`src/rtl/lur_pkg.sv`:
```
// ----------------------------------------------------------------------------
// lur_pkg
// Shared types and constants for the lens undistortion remap address block.
// ----------------------------------------------------------------------------
package lur_pkg;

    // Image size defaults for the top-level parameters
    localparam int IMAGE_WIDTH_DEF  = 1024;
    localparam int IMAGE_HEIGHT_DEF = 1024;

    // Configuration port
    localparam int CFG_DATA_W = 21;
    localparam int CFG_IDX_W  = 3;

    localparam logic [CFG_IDX_W-1:0] REG_RADIAL_K1     = 3'd0;
    localparam logic [CFG_IDX_W-1:0] REG_RADIAL_K2     = 3'd1;
    localparam logic [CFG_IDX_W-1:0] REG_TANGENTIAL_P1 = 3'd2;
    localparam logic [CFG_IDX_W-1:0] REG_TANGENTIAL_P2 = 3'd3;
    localparam logic [CFG_IDX_W-1:0] REG_FOCAL_X       = 3'd4;
    localparam logic [CFG_IDX_W-1:0] REG_FOCAL_Y       = 3'd5;
    localparam logic [CFG_IDX_W-1:0] REG_CENTER_X      = 3'd6;
    localparam logic [CFG_IDX_W-1:0] REG_CENTER_Y      = 3'd7;

    // Register reset values
    localparam logic [19:0] K1_RST = 20'hE1C6A;
    localparam logic [19:0] K2_RST = 20'h10000;
    localparam logic [19:0] P1_RST = 20'hFC333;
    localparam logic [19:0] P2_RST = 20'h00000;
    localparam logic [19:0] FX_RST = 20'h1CAA7;
    localparam logic [19:0] FY_RST = 20'h1CAA7;
    localparam logic [20:0] CX_RST = 21'h08600;
    localparam logic [20:0] CY_RST = 21'h16800;

    // Normalising divider: one quotient bit per stage
    localparam int DIV_BITS = 20;
    localparam int REM_W    = 40;

    // Distortion pipeline depth, output register included
    localparam int POLY_STAGES = 10;

    // Register stages from input transfer to output register, which is also
    // the number of items the pipeline holds when full
    localparam int LATENCY = DIV_BITS + 1 + POLY_STAGES;

    typedef struct packed {
        logic [19:0] k1;
        logic [19:0] k2;
        logic [19:0] p1;
        logic [19:0] p2;
        logic [19:0] fx;
        logic [19:0] fy;
        logic [20:0] cx;
        logic [20:0] cy;
    } cfg_t;

    // Magnitudes of the normalised coordinates and their signs
    typedef struct packed {
        logic [DIV_BITS-1:0] qx;
        logic [DIV_BITS-1:0] qy;
        logic                neg_x;
        logic                neg_y;
        logic                bad;
    } div_res_t;

endpackage

```
`src/rtl/lur_div.sv`:
```
// ----------------------------------------------------------------------------
// lur_div
// Pipelined restoring divider: normalises (col, row) by the principal point
// and the focal lengths, one quotient bit per stage, both axes side by side.
// ----------------------------------------------------------------------------
module lur_div (
    input  logic                   clk,
    input  logic                   rst_n,
    input  logic                   in_valid,
    output logic                   in_stall,
    input  logic [9:0]             out_col,
    input  logic [9:0]             out_row,
    input  lur_pkg::cfg_t          cfg,
    output logic                   res_valid,
    input  logic                   res_stall,
    output lur_pkg::div_res_t      res
);

    localparam int NB = lur_pkg::DIV_BITS;
    localparam int RW = lur_pkg::REM_W;

    logic [NB:0]   vld_reg;
    logic [NB+1:0] rdy;

    logic [RW-1:0] remx_reg [0:NB];
    logic [RW-1:0] remy_reg [0:NB];
    logic [NB-1:0] qx_reg   [0:NB];
    logic [NB-1:0] qy_reg   [0:NB];
    logic [NB:0]   negx_reg;
    logic [NB:0]   negy_reg;
    logic [NB:0]   bad_reg;

    logic signed [21:0] dx;
    logic signed [21:0] dy;
    logic [20:0]        adx;
    logic [20:0]        ady;
    logic               ovf_x;
    logic               ovf_y;

    logic [RW-1:0] dvx      [1:NB];
    logic [RW-1:0] dvy      [1:NB];
    logic [NB:1]   gex;
    logic [NB:1]   gey;
    logic [RW-1:0] remx_next [1:NB];
    logic [RW-1:0] remy_next [1:NB];
    logic [NB-1:0] qx_next   [1:NB];
    logic [NB-1:0] qy_next   [1:NB];

    // Stall chain: a stage takes data when empty or when it moves on
    always_comb
    begin
        rdy[NB+1] = !res_stall;
        for (int s = NB; s >= 0; s--)
        begin
            rdy[s] = !vld_reg[s] || rdy[s+1];
        end
    end

    assign in_stall = !rdy[0];

    // Entry: offset from principal point, magnitude, overflow
    // |q| >= 2^20 exactly when |d| >= 16 * focal; zero focal lands here too
    always_comb
    begin
        dx    = $signed({4'b0, out_col, 8'b0}) - $signed({cfg.cx[20], cfg.cx});
        dy    = $signed({4'b0, out_row, 8'b0}) - $signed({cfg.cy[20], cfg.cy});
        adx   = dx[21] ? 21'(-dx) : dx[20:0];
        ady   = dy[21] ? 21'(-dy) : dy[20:0];
        ovf_x = {3'b0, adx} >= {cfg.fx, 4'b0};
        ovf_y = {3'b0, ady} >= {cfg.fy, 4'b0};
    end

    // One quotient bit per stage, most significant first
    always_comb
    begin
        for (int s = 1; s <= NB; s++)
        begin
            dvx[s] = RW'(cfg.fx) << (NB - s);
            dvy[s] = RW'(cfg.fy) << (NB - s);
            gex[s] = remx_reg[s-1] >= dvx[s];
            gey[s] = remy_reg[s-1] >= dvy[s];
            remx_next[s] = gex[s] ? remx_reg[s-1] - dvx[s] : remx_reg[s-1];
            remy_next[s] = gey[s] ? remy_reg[s-1] - dvy[s] : remy_reg[s-1];
            qx_next[s] = qx_reg[s-1] | (NB'(gex[s]) << (NB - s));
            qy_next[s] = qy_reg[s-1] | (NB'(gey[s]) << (NB - s));
        end
    end

    // Valid bits
    always_ff @(posedge clk or negedge rst_n)
    begin
        if (!rst_n)
        begin
            vld_reg <= '0;
        end
        else
        begin
            if (rdy[0])
            begin
                vld_reg[0] <= in_valid;
            end
            for (int s = 1; s <= NB; s++)
            begin
                if (rdy[s])
                begin
                    vld_reg[s] <= vld_reg[s-1];
                end
            end
        end
    end

    // Payload
    always_ff @(posedge clk)
    begin
        if (rdy[0])
        begin
            remx_reg[0] <= {3'b0, adx, 16'b0};
            remy_reg[0] <= {3'b0, ady, 16'b0};
            qx_reg[0]   <= '0;
            qy_reg[0]   <= '0;
            negx_reg[0] <= dx[21];
            negy_reg[0] <= dy[21];
            bad_reg[0]  <= ovf_x || ovf_y;
        end
        for (int s = 1; s <= NB; s++)
        begin
            if (rdy[s])
            begin
                remx_reg[s] <= remx_next[s];
                remy_reg[s] <= remy_next[s];
                qx_reg[s]   <= qx_next[s];
                qy_reg[s]   <= qy_next[s];
                negx_reg[s] <= negx_reg[s-1];
                negy_reg[s] <= negy_reg[s-1];
                bad_reg[s]  <= bad_reg[s-1];
            end
        end
    end

    assign res_valid = vld_reg[NB];
    assign res.qx    = qx_reg[NB];
    assign res.qy    = qy_reg[NB];
    assign res.neg_x = negx_reg[NB];
    assign res.neg_y = negy_reg[NB];
    assign res.bad   = bad_reg[NB];

endmodule

```
`config.mk`:
```
export PLATFORM = sky130hd
export DESIGN_NAME = lur_div
export DESIGN_NICKNAME = d
export VERILOG_FILES = /design/src/rtl/lur_pkg.sv /design/src/rtl/lur_div.sv
export SDC_FILE = /design/constraint.sdc
export NUM_CORES = 2
export LEC_CHECK = 0
export ABC_AREA = 1
export BUFFER_PORTS_ARGS = -buffer_cell sky130_fd_sc_hd__clkbuf_2
export CAP_MARGIN = 20
export CORE_ASPECT_RATIO = 0.8
export CORE_UTILIZATION = 50
export DETAILED_ROUTE_END_ITERATION = 16
export PLACE_DENSITY = 0.66
export SLEW_MARGIN = 40
export SYNTH_ARGS = -nofsm -noshare
export SYNTH_HDL_FRONTEND = slang
export SYNTH_SLANG_ARGS = --single-unit
```
`constraint.sdc`:
```
create_clock -name clk -period 18.9 [get_ports clk]
set_input_delay 3.78 -clock clk [delete_from_list [all_inputs] [get_ports clk]]
set_output_delay 3.78 -clock clk [all_outputs]
set_load 0.01 [all_outputs]
```
==> results by group <==
Synth
  • Synth Register Bits: 1,698
  • Synth top area cells: edfxtp_1 (43%), nand2_1 (9.2%), ha_1 (9.1%), inv_1 (5.1%), nor2_1 (4.8%)
  • Synth cell count leaders: nand2_1 (2,860), edfxtp_1 (1,677), inv_1 (1,585)
  • Top cell type by total area after synthesis: edfxtp_1
  • Post-synthesis sequential area ratio: 43.4%
  • Gate Count Post-Synth: 13,800
  • Syn Nets: 14,800
  • Asr flop ratio synth: 1.24%
  • Post-Syn Area per Cell: 8.52 um2
  • Most frequent cell after synthesis: nand2_1
  • Top-area cell type share of the netlist area: 42.9%
  • Top FF cell, synth: edfxtp_1
  • Mapped Area: 0.117 mm2
  • Yosys warns: 0
  • Synth unique cells: 92
  • EDFF count, synth: 1,677

Die
  • IO Pins: 231
  • Die area: 0.236 mm2
  • Die Width: 543 um
  • Core footprint: 0.232 mm2
  • Starting Density: 50.4%
  • Die height: 435 um
  • # rows: 158

STA
  • Achievable Freq: 0.0864 GHz
  • Slew headroom: 37.6%
  • Hold Violations, Final: 0
  • Final setup violating endpoints: 0
  • Unrepaired setup endpoints after global routing: no
  • Skew final: 52.4 ps
  • Crit share post-route: 61.3%
  • Worst-margin pin slew: 926 ps
  • Setup TNS Final: 0 ps
  • Slew Limit Fails: 0
  • Final min period: 11,580 ps

Final layout
  • Synth-to-layout area growth: 9.16%
  • Fillers: 21,300
  • Layout cells sized above 1: 6.72%
  • Layout Nets: 15,100
  • Final Util: 55.1%

Worst setup path
  • Cell mode on critical path: nand4_4
  • Crit path cell chain: clkbuf_2, nand2_8, nor2_2, nand4_4, buf_4, nor2_2, nand4_4, nor2_2, nand4_4, nor2_2, nand4_4, nor2_4, nand4_4, buf_4, inv_1, clkbuf_2
  • CP peak stage delay: 570 ps
  • Arrival time worst endpoint: 7800 ps
  • Critical path launch point type: input port
  • Critical-path maximum fanout: 45
  • Setup Crit Path Kind: in2out
  • CP endpoint kind: output port
  • Worst path required time: 15,120 ps
  • CP Buf/Inv Count: 5
  • CP max stage cell: nand4_4
  • Cell family with most CP delay: simple AND/OR/NAND/NOR gates

Routing
  • Vias: 97,000
  • Total wire length: 339,000 um
  • Iter 0 DRT Violations: 10,500
  • Routed WL per cell: 19.6 um
  • Drc violations: 0
  • First-pass DRT Iterations: 6
  • Antenna-violating nets left: 0
  • Via density: 5.61

Clocking
  • Hold Buf Count CTS: 0
  • Clk sinks: 1,698
  • CTS clk-pin slew, worst paths: 60 ps
  • CTS Buffer Depth: 4
  • Post_cts resized: 0
  • TritonCTS Buffers: 192
  • Clock latency on the worst-skew pair: 870 ps
  • Root Buffer: clkbuf_16
  • Postcts setup bufs: 0
  • H-tree Lvls: 4
  • TritonCTS clock tree: built

Global routing
  • First-pass GRT wire length: 519,000 um
  • Initial antenna violation count: 9
  • Largest net degree at the start of global routing: 74
  • Total Routing Usage GR: 28.2%
  • Total grt overflow: 0
  • Vias in the first global route: 87,500

Placed design
  • Port Buf Inserts: 150
  • HPWL after DPL: 256,000 um
  • GP Congestion: 0.960

Power
  • Static Leak: 51.8 nW
  • Worst vdd ir: 0.0000893 V
  • Pwr Density: 171 mW/mm2

Hold path
  • Hold WC Path Type: reg2reg

Job
  • Max-cap violations: 0

Outcome
  • Status: complete, no violations
==> worst register-to-register path, cell delays in order, from the launching register on <==
cell and delay (ps):
dfrtp_1 440, nand2_8 320, nor2_2 380, nand4_4 100
buf_4 280, nor2_2 320, nand4_4 110, nor2_2 310
nand4_4 570, nor2_2 420, clkinv_2 90, buf_6 310
nor2_1 480, inv_2 380, buf_4 410
==> per-stage QoR <==
step	hold slack [ps]	std cells	power (mW)	setup WS [ps]	area, um2
2_1_floorplan	400	13800	14.9	1040	117000
3_3_place_gp	400	16900	17.8	7000	122000
3_5_place_dp	405	16900	17.9	7210	122000
4_1_cts	409	17300	21.7	7200	128000
5_1_grt	417	17300	23.5	6950	128000
6_report	406	17300	21.9	7320	128000
==> layout make-up <==
| class | count | area, um2 | area share [%] |
|---|---|---|---|
| tap | 3120 | 3900 | 3.05 |
| inverter | 1610 | 6090 | 4.76 |
| clock buffer | 228 | 5020 | 3.92 |
| clock inverter | 113 | 1210 | 0.943 |
| sequential | 1698 | 50900 | 39.8 |
| timing repair buffer | 239 | 1490 | 1.17 |
| multi-input combinational | 10300 | 59400 | 46.4 |
| antenna | 1 | 2.50 | 0.00196 |
==> cells by family after synthesis <==
group | after synthesis | synth area share, %
AND/OR/NAND/NOR | 5702 | 20.7
flip-flops | 1698 | 43.4
AO/OA/AOI/OAI | 2784 | 13.4
adder cells (fa/ha/maj) | 890 | 9.74
multiplexers | 1 | 0.00960
XOR/XNOR | 895 | 6.72
buffers and inverters | 1787 | 6.08
==> final timing paths <==
path | from | end | slack (ps) | depth (start not counted)
max | res_stall | in_stall | 7320 | 16
min | qy_reg[0][59]$_DFFE_PP_ | qy_reg[0][79]$_DFFE_PP_ | 410 | 0
max reg2reg | vld_reg[20]$_DFFE_PN0P_ | remy_reg[1][97]$_DFFE_PP_ | 13610 | 14
min reg2reg | qy_reg[0][59]$_DFFE_PP_ | qy_reg[0][79]$_DFFE_PP_ | 410 | 0
max in group asynchronous | rst_n | vld_reg[15]$_DFFE_PN0P_ | 15630 | 1
min in group asynchronous | rst_n | vld_reg[17]$_DFFE_PN0P_ | 2870 | 1
==> layout by cell type, fill, tap and decap left out, drive strengths merged, types with 196 or more instances in the layout <==
| cell | synthesis | routed |
|---|---|---|
| clkbuf | 45 | 378 |
| edfxtp | 1677 | 1677 |
| nor3 | 220 | 220 |
| xor2 | 399 | 399 |
| a21oi | 1098 | 1098 |
| ha | 852 | 852 |
| nand4 | 196 | 196 |
| nor2 | 1512 | 1512 |
| nand3 | 535 | 535 |
| o21ai | 1178 | 1178 |
| nand2 | 2890 | 2890 |
| xnor2 | 496 | 496 |
| inv | 1609 | 1604 |
==> layer usage <==
layer | vias up | wire, um | GRT usage (%)
met3 | 345 | 29800 | 3.76
li1 | 47800 | - | -
met2 | 3582 | 130000 | 38.0
met1 | 45200 | 173000 | 47.1
met4 | 0 | 6250 | 5.47
met5 | - | 0 | 0
==> report_power, final <==
group	switching (mW)	total, mW	internal (mW)	leakage, nW
combinational	6.85	10.6	3.78	32.1
clock	1.57	3.77	2.20	3.03
sequential	1.14	7.54	6.40	16.7
Note: power is estimated with default switching activity, not from simulation.
